<file path="config.mk">
export PLATFORM = sky130hd
export DESIGN_NAME = gaussian_kernel_generator_unit
export DESIGN_NICKNAME = d
export VERILOG_FILES = /design/src/gkg_pkg.sv /design/src/gkg_ram.sv /design/src/gkg_div.sv /design/src/gkg_dp.sv /design/src/gkg_ctrl.sv /design/src/gaussian_kernel_generator_unit.sv
export SDC_FILE = /design/constraint.sdc
export NUM_CORES = 2
export LEC_CHECK = 0
export ABC_AREA = 1
export CELL_PAD_IN_SITES_DETAIL_PLACEMENT = 1
export CELL_PAD_IN_SITES_GLOBAL_PLACEMENT = 1
export CORE_MARGIN = 2
export CORE_UTILIZATION = 40
export DETAILED_ROUTE_END_ITERATION = 7
export DONT_BUFFER_PORTS = 1
export PLACE_DENSITY_LB_ADDON = 0.1
export SETUP_SLACK_MARGIN = 0.3
export SLEW_MARGIN = 20
export SYNTH_ARGS = -nofsm -noshare
export SYNTH_HDL_FRONTEND = slang
export SYNTH_SLANG_ARGS = --single-unit
</file>
<file path="constraint.sdc">
create_clock -name i_clk -period 8.3 [get_ports i_clk]
set_input_delay 1.66 -clock i_clk [delete_from_list [all_inputs] [get_ports i_clk]]
set_output_delay 1.66 -clock i_clk [all_outputs]
set_load 0.01 [all_outputs]
</file>
<file path="src/gkg_pkg.sv">
// ----------------------------------------------------------------------------
// gkg_pkg
// Shared types and constants of the gaussian kernel generator.
// ----------------------------------------------------------------------------
`timescale 1ns / 1ps
`default_nettype none

package gkg_pkg;

    localparam int MAX_TAPS_DEF = 32;

    localparam int IDX_W   = 5;
    localparam int SIZE_W  = 6;
    localparam int SCALE_W = 20;
    localparam int DIMS_W  = 2;
    localparam int CFG_IW  = 2;
    localparam int CFG_DW  = 20;
    localparam int TAP_W   = 17;
    localparam int RAW_W   = 31;
    localparam int MUL_W   = 32;

    localparam int TAYLOR_TERMS = 12;

    localparam logic [RAW_W-1:0] Q30_ONE   = 31'h4000_0000;
    localparam logic [MUL_W-1:0] E_INV_Q30 = 32'd395007542;

    localparam logic [SCALE_W-1:0] EXP_SCALE_RST   = 20'd31457;
    localparam logic [SIZE_W-1:0]  KERNEL_SIZE_RST = 6'd5;
    localparam logic [DIMS_W-1:0]  DIMENSIONS_RST  = 2'd1;

    typedef enum logic [0:0] {
        OP_BUILD = 1'b0,
        OP_READ  = 1'b1
    } t_opcode;

    typedef enum logic [1:0] {
        ST_OK        = 2'd0,
        ST_NOT_BUILT = 2'd1,
        ST_RANGE     = 2'd2
    } t_status;

    typedef enum logic [CFG_IW-1:0] {
        CFG_KERNEL_SIZE = 2'd0,
        CFG_EXP_SCALE   = 2'd1,
        CFG_DIMENSIONS  = 2'd2
    } t_cfg_idx;

    typedef enum logic [4:0] {
        DP_NOP,
        DP_LATCH,
        DP_BINIT,
        DP_MUL_DD,
        DP_MUL_T,
        DP_LOAD_T,
        DP_MUL_EN,
        DP_EN_WB,
        DP_MUL_TX,
        DP_DIV_TERM,
        DP_TERM_WB,
        DP_MUL_V,
        DP_V_WB,
        DP_NINIT,
        DP_DIV_NORM,
        DP_NORM_WB,
        DP_BDONE,
        DP_RCHK,
        DP_P_LOAD,
        DP_MUL_P,
        DP_P_WB
    } t_dp_op;

    typedef enum logic [1:0] {
        RA_TAP,
        RA_I,
        RA_J,
        RA_K
    } t_ra_sel;

    typedef struct packed {
        t_dp_op  op;
        t_ra_sel ra;
        logic    out_load;
    } t_dp_cmd;

    typedef struct packed {
        logic n_stop;
        logic k_last;
        logic i_last;
        logic div_done;
        logic rd_err;
        logic use_j;
        logic use_k;
    } t_dp_sts;

endpackage

`default_nettype wire

</file>
<file path="src/gkg_ram.sv">
// ----------------------------------------------------------------------------
// gkg_ram
// Generic single write port, single read port RAM with registered read.
// ----------------------------------------------------------------------------
`timescale 1ns / 1ps
`default_nettype none

module gkg_ram #(
    parameter int WIDTH = 31,
    parameter int DEPTH = 32,
    parameter int AW    = (DEPTH > 1) ? $clog2(DEPTH) : 1
) (
    input  wire logic             i_clk,
    input  wire logic             i_we,
    input  wire logic [AW-1:0]    i_waddr,
    input  wire logic [WIDTH-1:0] i_wdata,
    input  wire logic [AW-1:0]    i_raddr,
    output logic      [WIDTH-1:0] o_rdata
);

    logic [WIDTH-1:0] r_mem [DEPTH];
    logic [WIDTH-1:0] r_rdata;

    always_ff @(posedge i_clk) begin
        if (i_we) begin
            r_mem[i_waddr] <= i_wdata;
        end
        r_rdata <= r_mem[i_raddr];
    end

    assign o_rdata = r_rdata;

endmodule

`default_nettype wire

</file>
<file path="src/gkg_div.sv">
// ----------------------------------------------------------------------------
// gkg_div
// Restoring divider, one quotient bit per cycle.
// ----------------------------------------------------------------------------
`timescale 1ns / 1ps
`default_nettype none

module gkg_div #(
    parameter int NUM_W = 53,
    parameter int DEN_W = 36
) (
    input  wire logic             i_clk,
    input  wire logic             i_rst_n,
    input  wire logic             i_start,
    input  wire logic [NUM_W-1:0] i_num,
    input  wire logic [DEN_W-1:0] i_den,
    output logic      [NUM_W-1:0] o_quo,
    output logic                  o_done
);

    localparam int CNT_W = (NUM_W > 1) ? $clog2(NUM_W) : 1;

    logic             r_busy;
    logic             r_done;
    logic [CNT_W-1:0] r_cnt;
    logic [NUM_W-1:0] r_num;
    logic [DEN_W-1:0] r_den;
    logic [DEN_W-1:0] r_rem;

    logic [DEN_W:0]   rem_sh;
    logic             ge;
    logic [DEN_W-1:0] n_rem;

    always_comb begin
        rem_sh = {r_rem, r_num[NUM_W-1]};
        ge     = rem_sh >= {1'b0, r_den};
        n_rem  = ge ? DEN_W'(rem_sh - {1'b0, r_den}) : DEN_W'(rem_sh);
    end

    always_ff @(posedge i_clk) begin
        if (!i_rst_n) begin
            r_busy <= 1'b0;
            r_done <= 1'b0;
            r_cnt  <= '0;
        end else begin
            r_done <= 1'b0;
            if (i_start) begin
                r_busy <= 1'b1;
                r_cnt  <= '0;
            end else if (r_busy) begin
                r_cnt <= r_cnt + CNT_W'(1);
                if (r_cnt == CNT_W'(NUM_W - 1)) begin
                    r_busy <= 1'b0;
                    r_done <= 1'b1;
                end
            end
        end
    end

    always_ff @(posedge i_clk) begin
        if (i_start) begin
            r_num <= i_num;
            r_den <= i_den;
            r_rem <= '0;
        end else if (r_busy) begin
            r_rem <= n_rem;
            r_num <= {r_num[NUM_W-2:0], ge};
        end
    end

    assign o_quo  = r_num;
    assign o_done = r_done;

endmodule

`default_nettype wire

</file>
<file path="src/gkg_dp.sv">
// ----------------------------------------------------------------------------
// gkg_dp
// Datapath: config registers, tap arithmetic, tap table and result register.
// ----------------------------------------------------------------------------
`timescale 1ns / 1ps
`default_nettype none

module gkg_dp #(
    parameter int MAX_TAPS = gkg_pkg::MAX_TAPS_DEF
) (
    input  wire logic                        i_clk,
    input  wire logic                        i_rst_n,
    input  wire logic                        i_cfg_valid,
    input  wire logic [gkg_pkg::CFG_IW-1:0]  i_cfg_index,
    input  wire logic [gkg_pkg::CFG_DW-1:0]  i_cfg_data,
    input  wire logic [gkg_pkg::IDX_W-1:0]   i_index_i,
    input  wire logic [gkg_pkg::IDX_W-1:0]   i_index_j,
    input  wire logic [gkg_pkg::IDX_W-1:0]   i_index_k,
    input  wire gkg_pkg::t_dp_cmd            i_cmd,
    output gkg_pkg::t_dp_sts                 o_sts,
    output logic      [gkg_pkg::TAP_W-1:0]   o_coefficient,
    output logic      [1:0]                  o_status
);

    import gkg_pkg::*;

    localparam int AW   = (MAX_TAPS > 1) ? $clog2(MAX_TAPS) : 1;
    localparam int SW   = $clog2(MAX_TAPS + 1);
    localparam int DDW  = 2 * SW;
    localparam int TW   = DDW + SCALE_W;
    localparam int NW   = TW - 16;
    localparam int SUMW = RAW_W - 1 + SW;
    localparam int DNW  = SUMW + 17;
    localparam int CW   = SW + IDX_W;

    // config registers
    logic [SIZE_W-1:0]  r_ks;
    logic [SCALE_W-1:0] r_scale;
    logic [DIMS_W-1:0]  r_dims;

    logic               r_ready;
    logic [SW-1:0]      r_built;

    logic [IDX_W-1:0]   r_ii, r_ij, r_ik;
    logic [DIMS_W-1:0]  r_dim;
    logic [SW-1:0]      r_size;
    logic [SW-1:0]      r_i;
    logic [2*MUL_W-1:0] r_prod;
    logic [NW-1:0]      r_n;
    logic [29:0]        r_x;
    logic [RAW_W-1:0]   r_en, r_er, r_term;
    logic [3:0]         r_k;
    logic [SUMW-1:0]    r_sum;
    logic [TAP_W-1:0]   r_p;
    t_status            r_st;
    logic [TAP_W-1:0]   r_coef;
    t_status            r_status;

    logic [SW-1:0]      size_c;
    logic [SW:0]        half;
    logic [SW-1:0]      ctr;
    logic [SW-1:0]      ad;
    logic [MUL_W-1:0]   mul_a, mul_b;
    logic [2*MUL_W-1:0] mul_res;
    logic [RAW_W-1:0]   rnd30;
    logic [TAP_W-1:0]   rnd16;
    logic [RAW_W-1:0]   quo31;
    logic [MUL_W-1:0]   rcp_m;
    logic [2:0]         rcp_sh;

    logic               div_start;
    logic [DNW-1:0]     div_num;
    logic [SUMW-1:0]    div_den;
    logic [DNW-1:0]     div_quo;
    logic               div_done;

    logic               ram_we;
    logic [RAW_W-1:0]   ram_wdata;
    logic [AW-1:0]      ram_raddr;
    logic [RAW_W-1:0]   ram_rdata;
    logic [AW+IDX_W-1:0] ext_i, ext_j, ext_k;

    logic               oob_i, oob_j, oob_k, rng_err;

    // clamp of the requested size
    always_comb begin
        if (r_ks == '0) begin
            size_c = SW'(1);
        end else if (int'(r_ks) > MAX_TAPS) begin
            size_c = SW'(MAX_TAPS);
        end else begin
            size_c = SW'(r_ks);
        end
    end

    // distance of the current tap from the center
    always_comb begin
        half = ({1'b0, r_size} + (SW+1)'(1)) >> 1;
        ctr  = SW'(half - (SW+1)'(1));
        ad   = (r_i >= ctr) ? (r_i - ctr) : (ctr - r_i);
    end

    // reciprocal of the term index, exact floor for numerators below 2^30
    // quotient is (a * m) >> (30 + sh)
    always_comb begin
        case (r_k)
            4'd2:    begin rcp_m = 32'd1073741824; rcp_sh = 3'd1; end
            4'd3:    begin rcp_m = 32'd1431655766; rcp_sh = 3'd2; end
            4'd4:    begin rcp_m = 32'd1073741824; rcp_sh = 3'd2; end
            4'd5:    begin rcp_m = 32'd1717986919; rcp_sh = 3'd3; end
            4'd6:    begin rcp_m = 32'd1431655766; rcp_sh = 3'd3; end
            4'd7:    begin rcp_m = 32'd1227133514; rcp_sh = 3'd3; end
            4'd8:    begin rcp_m = 32'd1073741824; rcp_sh = 3'd3; end
            4'd9:    begin rcp_m = 32'd1908874354; rcp_sh = 3'd4; end
            4'd10:   begin rcp_m = 32'd1717986919; rcp_sh = 3'd4; end
            4'd11:   begin rcp_m = 32'd1561806290; rcp_sh = 3'd4; end
            4'd12:   begin rcp_m = 32'd1431655766; rcp_sh = 3'd4; end
            default: begin rcp_m = 32'd1073741824; rcp_sh = 3'd0; end
        endcase
    end

    always_comb begin
        mul_a = '0;
        mul_b = '0;
        case (i_cmd.op)
            DP_MUL_DD: begin
                mul_a = MUL_W'(ad);
                mul_b = MUL_W'(ad);
            end
            DP_MUL_T: begin
                mul_a = MUL_W'(r_prod[DDW-1:0]);
                mul_b = MUL_W'(r_scale);
            end
            DP_MUL_EN: begin
                mul_a = MUL_W'(r_en);
                mul_b = E_INV_Q30;
            end
            DP_MUL_TX: begin
                mul_a = MUL_W'(r_term);
                mul_b = MUL_W'(r_x);
            end
            DP_DIV_TERM: begin
                mul_a = MUL_W'(r_prod[60:30]);
                mul_b = rcp_m;
            end
            DP_MUL_V: begin
                mul_a = MUL_W'(r_en);
                mul_b = MUL_W'(r_er);
            end
            DP_MUL_P: begin
                mul_a = MUL_W'(r_p);
                mul_b = MUL_W'(ram_rdata[TAP_W-1:0]);
            end
            default: begin
                mul_a = '0;
                mul_b = '0;
            end
        endcase
    end

    assign mul_res = mul_a * mul_b;
    assign rnd30   = RAW_W'((r_prod + (2*MUL_W)'(64'd536870912)) >> 30);
    assign rnd16   = TAP_W'((r_prod + (2*MUL_W)'(64'd32768)) >> 16);
    assign quo31   = RAW_W'(r_prod >> (7'd30 + 7'(rcp_sh)));

    // divider operands, normalization only
    assign div_start = (i_cmd.op == DP_DIV_NORM);
    assign div_num   = DNW'({ram_rdata, 16'b0}) + DNW'(r_sum >> 1);
    assign div_den   = r_sum;

    gkg_div #(
        .NUM_W (DNW),
        .DEN_W (SUMW)
    ) u_div (
        .i_clk   (i_clk),
        .i_rst_n (i_rst_n),
        .i_start (div_start),
        .i_num   (div_num),
        .i_den   (div_den),
        .o_quo   (div_quo),
        .o_done  (div_done)
    );

    always_comb begin
        ext_i = (AW+IDX_W)'(r_ii);
        ext_j = (AW+IDX_W)'(r_ij);
        ext_k = (AW+IDX_W)'(r_ik);
        case (i_cmd.ra)
            RA_I:    ram_raddr = ext_i[AW-1:0];
            RA_J:    ram_raddr = ext_j[AW-1:0];
            RA_K:    ram_raddr = ext_k[AW-1:0];
            default: ram_raddr = r_i[AW-1:0];
        endcase
        ram_we    = (i_cmd.op == DP_V_WB) || (i_cmd.op == DP_NORM_WB);
        ram_wdata = (i_cmd.op == DP_V_WB) ? rnd30 : RAW_W'(div_quo[TAP_W-1:0]);
    end

    gkg_ram #(
        .WIDTH (RAW_W),
        .DEPTH (MAX_TAPS),
        .AW    (AW)
    ) u_ram (
        .i_clk   (i_clk),
        .i_we    (ram_we),
        .i_waddr (r_i[AW-1:0]),
        .i_wdata (ram_wdata),
        .i_raddr (ram_raddr),
        .o_rdata (ram_rdata)
    );

    always_comb begin
        oob_i   = CW'(r_ii) >= CW'(r_built);
        oob_j   = CW'(r_ij) >= CW'(r_built);
        oob_k   = CW'(r_ik) >= CW'(r_built);
        rng_err = oob_i || (o_sts.use_j && oob_j) || (o_sts.use_k && oob_k);
    end

    always_comb begin
        o_sts.n_stop   = (r_n == '0) || (r_en == '0);
        o_sts.k_last   = (r_k == 4'(TAYLOR_TERMS));
        o_sts.i_last   = (r_i == r_size - SW'(1));
        o_sts.div_done = div_done;
        o_sts.use_j    = (r_dim >= 2'd2);
        o_sts.use_k    = (r_dim == 2'd3);
        o_sts.rd_err   = !r_ready || rng_err;
    end

    // control state and config
    always_ff @(posedge i_clk) begin
        if (!i_rst_n) begin
            r_ks    <= KERNEL_SIZE_RST;
            r_scale <= EXP_SCALE_RST;
            r_dims  <= DIMENSIONS_RST;
            r_ready <= 1'b0;
            r_built <= '0;
        end else begin
            if (i_cfg_valid) begin
                case (i_cfg_index)
                    CFG_KERNEL_SIZE: r_ks    <= i_cfg_data[SIZE_W-1:0];
                    CFG_EXP_SCALE:   r_scale <= i_cfg_data[SCALE_W-1:0];
                    CFG_DIMENSIONS:  r_dims  <= i_cfg_data[DIMS_W-1:0];
                    default: begin
                    end
                endcase
            end
            if (i_cmd.op == DP_BDONE) begin
                r_ready <= 1'b1;
                r_built <= r_size;
            end
        end
    end

    // arithmetic registers
    always_ff @(posedge i_clk) begin
        case (i_cmd.op)
            DP_LATCH: begin
                r_ii  <= i_index_i;
                r_ij  <= i_index_j;
                r_ik  <= i_index_k;
                r_dim <= (r_dims == '0) ? 2'd1 : r_dims;
            end
            DP_BINIT: begin
                r_size <= size_c;
                r_i    <= '0;
                r_sum  <= '0;
            end
            DP_MUL_DD, DP_MUL_T, DP_MUL_EN, DP_MUL_TX, DP_DIV_TERM, DP_MUL_V,
            DP_MUL_P: begin
                r_prod <= mul_res;
            end
            DP_LOAD_T: begin
                r_n    <= NW'(r_prod[TW-1:16]);
                r_x    <= {r_prod[15:0], 14'b0};
                r_en   <= Q30_ONE;
                r_er   <= Q30_ONE;
                r_term <= Q30_ONE;
                r_k    <= 4'd1;
            end
            DP_EN_WB: begin
                r_en <= rnd30;
                r_n  <= r_n - NW'(1);
            end
            DP_TERM_WB: begin
                r_term <= quo31;
                r_er   <= r_k[0] ? (r_er - quo31) : (r_er + quo31);
                r_k    <= r_k + 4'd1;
            end
            DP_V_WB: begin
                r_sum <= r_sum + SUMW'(rnd30);
                r_i   <= r_i + SW'(1);
            end
            DP_NINIT: begin
                r_i <= '0;
            end
            DP_NORM_WB: begin
                r_i <= r_i + SW'(1);
            end
            DP_BDONE: begin
                r_p  <= '0;
                r_st <= ST_OK;
            end
            DP_RCHK: begin
                r_p <= '0;
                if (!r_ready) begin
                    r_st <= ST_NOT_BUILT;
                end else if (rng_err) begin
                    r_st <= ST_RANGE;
                end else begin
                    r_st <= ST_OK;
                end
            end
            DP_P_LOAD: begin
                r_p <= ram_rdata[TAP_W-1:0];
            end
            DP_P_WB: begin
                r_p <= rnd16;
            end
            default: begin
            end
        endcase
        if (i_cmd.out_load) begin
            r_coef   <= r_p;
            r_status <= r_st;
        end
    end

    assign o_coefficient = r_coef;
    assign o_status      = r_status;

endmodule

`default_nettype wire

</file>
<file path="src/gkg_ctrl.sv">
// ----------------------------------------------------------------------------
// gkg_ctrl
// Controller: sequences table builds and coefficient reads.
// ----------------------------------------------------------------------------
`timescale 1ns / 1ps
`default_nettype none

module gkg_ctrl (
    input  wire logic             i_clk,
    input  wire logic             i_rst_n,
    input  wire logic             i_in_valid,
    input  wire logic             i_opcode,
    input  wire logic             i_out_stall,
    input  wire gkg_pkg::t_dp_sts i_sts,
    output gkg_pkg::t_dp_cmd      o_cmd,
    output logic                  o_in_stall,
    output logic                  o_out_valid
);

    import gkg_pkg::*;

    typedef enum logic [4:0] {
        S_IDLE, S_RCHK, S_RA0, S_RA1, S_RA2, S_RW1, S_RM2, S_RW2,
        S_BINIT, S_DD, S_T, S_TLD, S_EN, S_EN_WB, S_TM, S_TD, S_TW,
        S_V, S_VW, S_NINIT, S_NRD, S_NDIV, S_NW, S_BDONE, S_DONE
    } t_state;

    t_state r_state, n_state;
    logic   r_out_valid, n_out_valid;
    logic   out_free;

    assign out_free = !r_out_valid || !i_out_stall;

    always_comb begin
        n_state        = r_state;
        o_cmd.op       = DP_NOP;
        o_cmd.ra       = RA_TAP;
        o_cmd.out_load = 1'b0;
        case (r_state)
            S_IDLE: begin
                if (i_in_valid) begin
                    o_cmd.op = DP_LATCH;
                    n_state  = (i_opcode == OP_READ) ? S_RCHK : S_BINIT;
                end
            end
            S_RCHK: begin
                o_cmd.op = DP_RCHK;
                n_state  = i_sts.rd_err ? S_DONE : S_RA0;
            end
            S_RA0: begin
                o_cmd.ra = RA_I;
                n_state  = S_RA1;
            end
            S_RA1: begin
                o_cmd.op = DP_P_LOAD;
                o_cmd.ra = RA_J;
                n_state  = i_sts.use_j ? S_RA2 : S_DONE;
            end
            S_RA2: begin
                o_cmd.op = DP_MUL_P;
                o_cmd.ra = RA_K;
                n_state  = S_RW1;
            end
            S_RW1: begin
                o_cmd.op = DP_P_WB;
                o_cmd.ra = RA_K;
                n_state  = i_sts.use_k ? S_RM2 : S_DONE;
            end
            S_RM2: begin
                o_cmd.op = DP_MUL_P;
                o_cmd.ra = RA_K;
                n_state  = S_RW2;
            end
            S_RW2: begin
                o_cmd.op = DP_P_WB;
                n_state  = S_DONE;
            end
            S_BINIT: begin
                o_cmd.op = DP_BINIT;
                n_state  = S_DD;
            end
            S_DD: begin
                o_cmd.op = DP_MUL_DD;
                n_state  = S_T;
            end
            S_T: begin
                o_cmd.op = DP_MUL_T;
                n_state  = S_TLD;
            end
            S_TLD: begin
                o_cmd.op = DP_LOAD_T;
                n_state  = S_EN;
            end
            // integer part: repeated multiply by 1/e
            S_EN: begin
                if (i_sts.n_stop) begin
                    n_state = S_TM;
                end else begin
                    o_cmd.op = DP_MUL_EN;
                    n_state  = S_EN_WB;
                end
            end
            S_EN_WB: begin
                o_cmd.op = DP_EN_WB;
                n_state  = S_EN;
            end
            // fraction part: taylor series, one term per pass
            S_TM: begin
                o_cmd.op = DP_MUL_TX;
                n_state  = S_TD;
            end
            S_TD: begin
                o_cmd.op = DP_DIV_TERM;
                n_state  = S_TW;
            end
            S_TW: begin
                o_cmd.op = DP_TERM_WB;
                n_state  = i_sts.k_last ? S_V : S_TM;
            end
            S_V: begin
                o_cmd.op = DP_MUL_V;
                n_state  = S_VW;
            end
            S_VW: begin
                o_cmd.op = DP_V_WB;
                n_state  = i_sts.i_last ? S_NINIT : S_DD;
            end
            // normalize pass over the stored raw taps
            S_NINIT: begin
                o_cmd.op = DP_NINIT;
                n_state  = S_NRD;
            end
            S_NRD: begin
                n_state = S_NDIV;
            end
            S_NDIV: begin
                o_cmd.op = DP_DIV_NORM;
                n_state  = S_NW;
            end
            S_NW: begin
                if (i_sts.div_done) begin
                    o_cmd.op = DP_NORM_WB;
                    n_state  = i_sts.i_last ? S_BDONE : S_NRD;
                end
            end
            S_BDONE: begin
                o_cmd.op = DP_BDONE;
                n_state  = S_DONE;
            end
            S_DONE: begin
                if (out_free) begin
                    o_cmd.out_load = 1'b1;
                    n_state        = S_IDLE;
                end
            end
            default: begin
                n_state = S_IDLE;
            end
        endcase
    end

    always_comb begin
        if (o_cmd.out_load) begin
            n_out_valid = 1'b1;
        end else if (!i_out_stall) begin
            n_out_valid = 1'b0;
        end else begin
            n_out_valid = r_out_valid;
        end
    end

    always_ff @(posedge i_clk) begin
        if (!i_rst_n) begin
            r_state     <= S_IDLE;
            r_out_valid <= 1'b0;
        end else begin
            r_state     <= n_state;
            r_out_valid <= n_out_valid;
        end
    end

    assign o_in_stall  = (r_state != S_IDLE);
    assign o_out_valid = r_out_valid;

endmodule

`default_nettype wire

</file>
<file path="src/gaussian_kernel_generator_unit.sv">
// ----------------------------------------------------------------------------
// gaussian_kernel_generator_unit
// Normalized gaussian kernel: builds a Q1.16 tap table, reads 1D/2D/3D taps.
// ----------------------------------------------------------------------------
//  channel  direction  handshake                 payload
//  cfg      in         i_cfg_valid / o_cfg_ready i_cfg_index, i_cfg_data
//  in       in         i_in_valid / o_in_stall   i_opcode, i_index_i/j/k
//  out      out        o_out_valid / i_out_stall o_coefficient, o_status
//
//  read item: longer for 2D and 3D than for 1D, set by the one table read
//  port and the shared multiplier; a range or not-built error ends it early.
//  build item: per tap an exponent by repeated multiply by 1/e and a taylor
//  series, then a normalization pass with the bit-serial divider per tap.
//  reset is synchronous, sets config to its reset values and clears the built
//  flag and the controller.
//  a finished result waits in the output register while the next item enters.
// ----------------------------------------------------------------------------
`timescale 1ns / 1ps
`default_nettype none

module gaussian_kernel_generator_unit #(
    parameter int MAX_TAPS = gkg_pkg::MAX_TAPS_DEF
) (
    input  wire logic                        i_clk,
    input  wire logic                        i_rst_n,
    input  wire logic                        i_cfg_valid,
    output logic                             o_cfg_ready,
    input  wire logic [gkg_pkg::CFG_IW-1:0]  i_cfg_index,
    input  wire logic [gkg_pkg::CFG_DW-1:0]  i_cfg_data,
    input  wire logic                        i_in_valid,
    output logic                             o_in_stall,
    input  wire logic                        i_opcode,
    input  wire logic [gkg_pkg::IDX_W-1:0]   i_index_i,
    input  wire logic [gkg_pkg::IDX_W-1:0]   i_index_j,
    input  wire logic [gkg_pkg::IDX_W-1:0]   i_index_k,
    output logic                             o_out_valid,
    input  wire logic                        i_out_stall,
    output logic      [gkg_pkg::TAP_W-1:0]   o_coefficient,
    output logic      [1:0]                  o_status
);

    import gkg_pkg::*;

    t_dp_cmd cmd;
    t_dp_sts sts;

    assign o_cfg_ready = 1'b1;

    gkg_ctrl u_ctrl (
        .i_clk       (i_clk),
        .i_rst_n     (i_rst_n),
        .i_in_valid  (i_in_valid),
        .i_opcode    (i_opcode),
        .i_out_stall (i_out_stall),
        .i_sts       (sts),
        .o_cmd       (cmd),
        .o_in_stall  (o_in_stall),
        .o_out_valid (o_out_valid)
    );

    gkg_dp #(
        .MAX_TAPS (MAX_TAPS)
    ) u_dp (
        .i_clk         (i_clk),
        .i_rst_n       (i_rst_n),
        .i_cfg_valid   (i_cfg_valid),
        .i_cfg_index   (i_cfg_index),
        .i_cfg_data    (i_cfg_data),
        .i_index_i     (i_index_i),
        .i_index_j     (i_index_j),
        .i_index_k     (i_index_k),
        .i_cmd         (cmd),
        .o_sts         (sts),
        .o_coefficient (o_coefficient),
        .o_status      (o_status)
    );

endmodule

`default_nettype wire

</file>
==> metrics.txt <==
fin crit period 9.47 ns; peak supply drop 417 uV; die extent in x 521 um; Seq/Total Area, Yosys 41.2%; Final nets 13912; Max Freq 106 MHz; share of layout cells above drive strength 1 15.3%; Tcrit/Tclk final 114%; Post-Route WL 434000 um; min setup slack post-route -1.17 ns; Cell Rows 189; final max-slew violation count 0; most frequent CP cell fa_1; root buf cell clkbuf_16; final hold slack 0.457 ns; Critical Path Fanout Max 8; wire length per cell 26.6 um; hpwl dp 317000 um; Internal Power 17.4 mW; CP Class reg -> reg; Clock Path Buffers 4; CTS clk-pin slew, worst paths 0.06 ns; relative slew slack 15.8%; CTS H-tree depth 4; Placed Cells 15867; status finished, violations left; DRC Markers 0; first-pass GRT wire length 629000 um; Non-Filler Instances 16292; buffers added on ports 0; Post-DP Area 118000 um2; initial DRC count 7802; Ys Warns 0; Final Core Density 47.8%; crit path from u_dp.r_size[0]; Mapped Avg Cell Area 8.96 um2; clk_lat worst skew 0.88 ns; Switching Fraction 44.4%; hold path startpoint u_dp.r_st[1]; initial antenna violation count 26; top_reg_cell synth edfxtp_1; clock sinks 1512; static leakage 56.5 nW; Arr. time, crit path 10.04 ns; Finished Cell Area 127000 um2; CP max-delay cell fa_2; Final GP Congestion 0.956; #FFs+latches synth 1512; drt pass-1 iters 6; Hold WC Path Type reg -> reg; post-route setup TNS -49.71 ns; total track usage 31.5%; Layout Skew 0.0822 ns; CP Data Required Time 8.88 ns; total gr overflow 0; final setup vio count 53; number of max-cap violations 0; fraction of registers with async set or reset after synthesis 0%; Post-synth EDFFs 1376; # IOs 65; pre-CTS setup slack -1.50 ns; RSZ-0062 raised after global routing yes; Flop pwr share 30.3%; PD cells 246 nW/um2; Num CTS Buffers 176; synthesis-to-layout area growth 18.8%; Gate power share 44.4%; Initial Util 40.2%; Antenna Nets Post-Route 0; DIE HEIGHT 521 um; failing checks negative setup slack; vias 88708; Startpoint Class flop; vias per inst 5.44; Fillers 30173; measured slew at the worst slew-check pin 1.26 ns; total power 31.2 mW; Synthesized Nets 13244; Placeable Area 266000 um2; Post-Synthesis Cells 11934; FF-to-FF Start u_dp.r_size[0]; Crit. End Element flop; Crit path largest cell delay 0.54 ns; P_sw 13.9 mW; CTS tree built; synthesized area 107000 um2; clock share of power 25.3%; die area 271000 um2; Yosys cell types 73; vias in the first global route 92632; largest net degree at the start of global routing 212; final hold vios 0
-- worst max-delay path: cells and delay by family, from the launching register on --
family	cells	cell delay, ns
adders and majority gates	11	4.73
and+or+nand+nor	21	2.34
buffers and inverters	11	1.11
DFF	1	0.46
xor gates and xnor gates	2	0.36
AOI/OAI and AO/OA	1	0.13
-- power by group through the flow --
| stage | Clock [mW] | Sequential, mW | Combinational, mW |
|---|---|---|---|
| 5_1_grt | 8.29 | 9.44 | 15.0 |
| 4_1_cts | 8.02 | 9.43 | 13.6 |
| 3_3_place_gp | 0 | 9.58 | 13.2 |
| 3_5_place_dp | 0 | 9.57 | 13.4 |
| 2_1_floorplan | 0 | 9.10 | 8.15 |
| 6_report | 7.91 | 9.45 | 13.9 |
-- cells by family (layout without fill, tap and decap cells) --
| logic type | count (synthesis) | after routing | synth area share [%] |
|---|---|---|---|
| and+or+nand+nor | 5400 | 5400 | 21.6 |
| AOI/OAI and AO/OA | 923 | 923 | 4.97 |
| xor gates and xnor gates | 185 | 185 | 1.52 |
| other | 1 | 15 | 0.00351 |
| buffers and inverters | 2638 | 3449 | 9.86 |
| DFF | 1512 | 1512 | 41.2 |
| adders and majority gates | 1267 | 1267 | 20.8 |
| muxes | 8 | 8 | 0.0749 |
-- sequential cells by signal, summed over array words and instances, names as in the netlist, 36 cells and up --
name,count
u_dp.u_ram.r_mem,992
u_dp.r_prod,63
u_dp.u_div.o_quo,53
u_dp.div_den,36
u_dp.u_div.r_den,36
u_dp.u_div.r_rem,36
-- placed cells by master (no fill, tap or decap), types with 40 or more instances in the layout --
cell type	n
nor2_1	831
inv_1	2002
clkbuf_1	53
inv_2	91
nand4_1	67
nand2_2	60
xor2_1	108
ha_4	40
nand2_1	2672
a21oi_1	253
fa_2	52
buf_6	72
o21ai_0	307
xnor2_1	46
fa_1	792
buf_12	100
nand3_1	1255
nor3_1	60
buf_4	836
nand3b_1	167
nor2_4	86
nor2_2	52
clkbuf_16	185
ha_1	377
edfxtp_1	1376
dfxtp_1	135
-- final cells by class --
type / count / area (um2) / area share (%)
multi-input combinational: 7784 / 55600 / 43.8
sequential: 1512 / 44000 / 34.7
timing repair buffer: 1017 / 9260 / 7.29
inverter: 2110 / 7970 / 6.28
clock buffer: 246 / 4920 / 3.87
tap: 3533 / 4420 / 3.48
clock inverter: 75 / 788 / 0.621
antenna: 14 / 35.0 / 0.0276
timing repair inverter: 1 / 16.3 / 0.0128
-- what timing repair did --
action / 4_1_cts / 5_1_grt
pin swaps: 138 / 158
setup endpoints to repair: 55 / 56
resized for setup: 289 / 314
cloned: 2 / 2
setup buffers: 42 / 44
hold buffers: 0 / 0
-- path summary, 6_finish.rpt --
kind | end | slack, ns | cells past startpoint
worst max-delay path | u_dp.r_prod[62] | -1.17 | 46
worst min-delay path | u_dp.o_status[1] | 0.46 | 0
worst max register to register | u_dp.r_prod[62] | -1.17 | 46
worst min register to register | u_dp.o_status[1] | 0.46 | 0
-- cells in the mapped netlist, drive strengths merged (20+ instances only) --
cell type	instances	area share, %
fa	844	16
nor3	69	0.34
a31oi	43	0.25
o21bai	28	0.21
or2	32	0.19
nand2	2762	9.7
nand4	69	0.42
nand3	1292	6.1
o211ai	29	0.21
xor2	133	1.1
a21oi	306	1.5
ha	423	5.0
xnor2	52	0.43
dfxtp	136	2.5
nand3b	167	1.2
a221oi	27	0.23
a21o	22	0.15
nor2	970	3.5
o21ai	382	1.8
clkbuf	148	0.53
edfxtp	1376	39
buf	380	1.9
inv	2102	7.4
nor4	20	0.12
-- routing by layer --
metal | vias to the layer above | routed length, um | global-route usage [%]
met4 | 12 | 17700 | 10.8
met2 | 2763 | 199000 | 50.2
met3 | 640 | 27600 | 4.68
met5 | - | 86 | 0.667
met1 | 45785 | 189000 | 43.7
li1 | 39508 | - | -
Note: power is estimated with default switching activity, not from simulation.
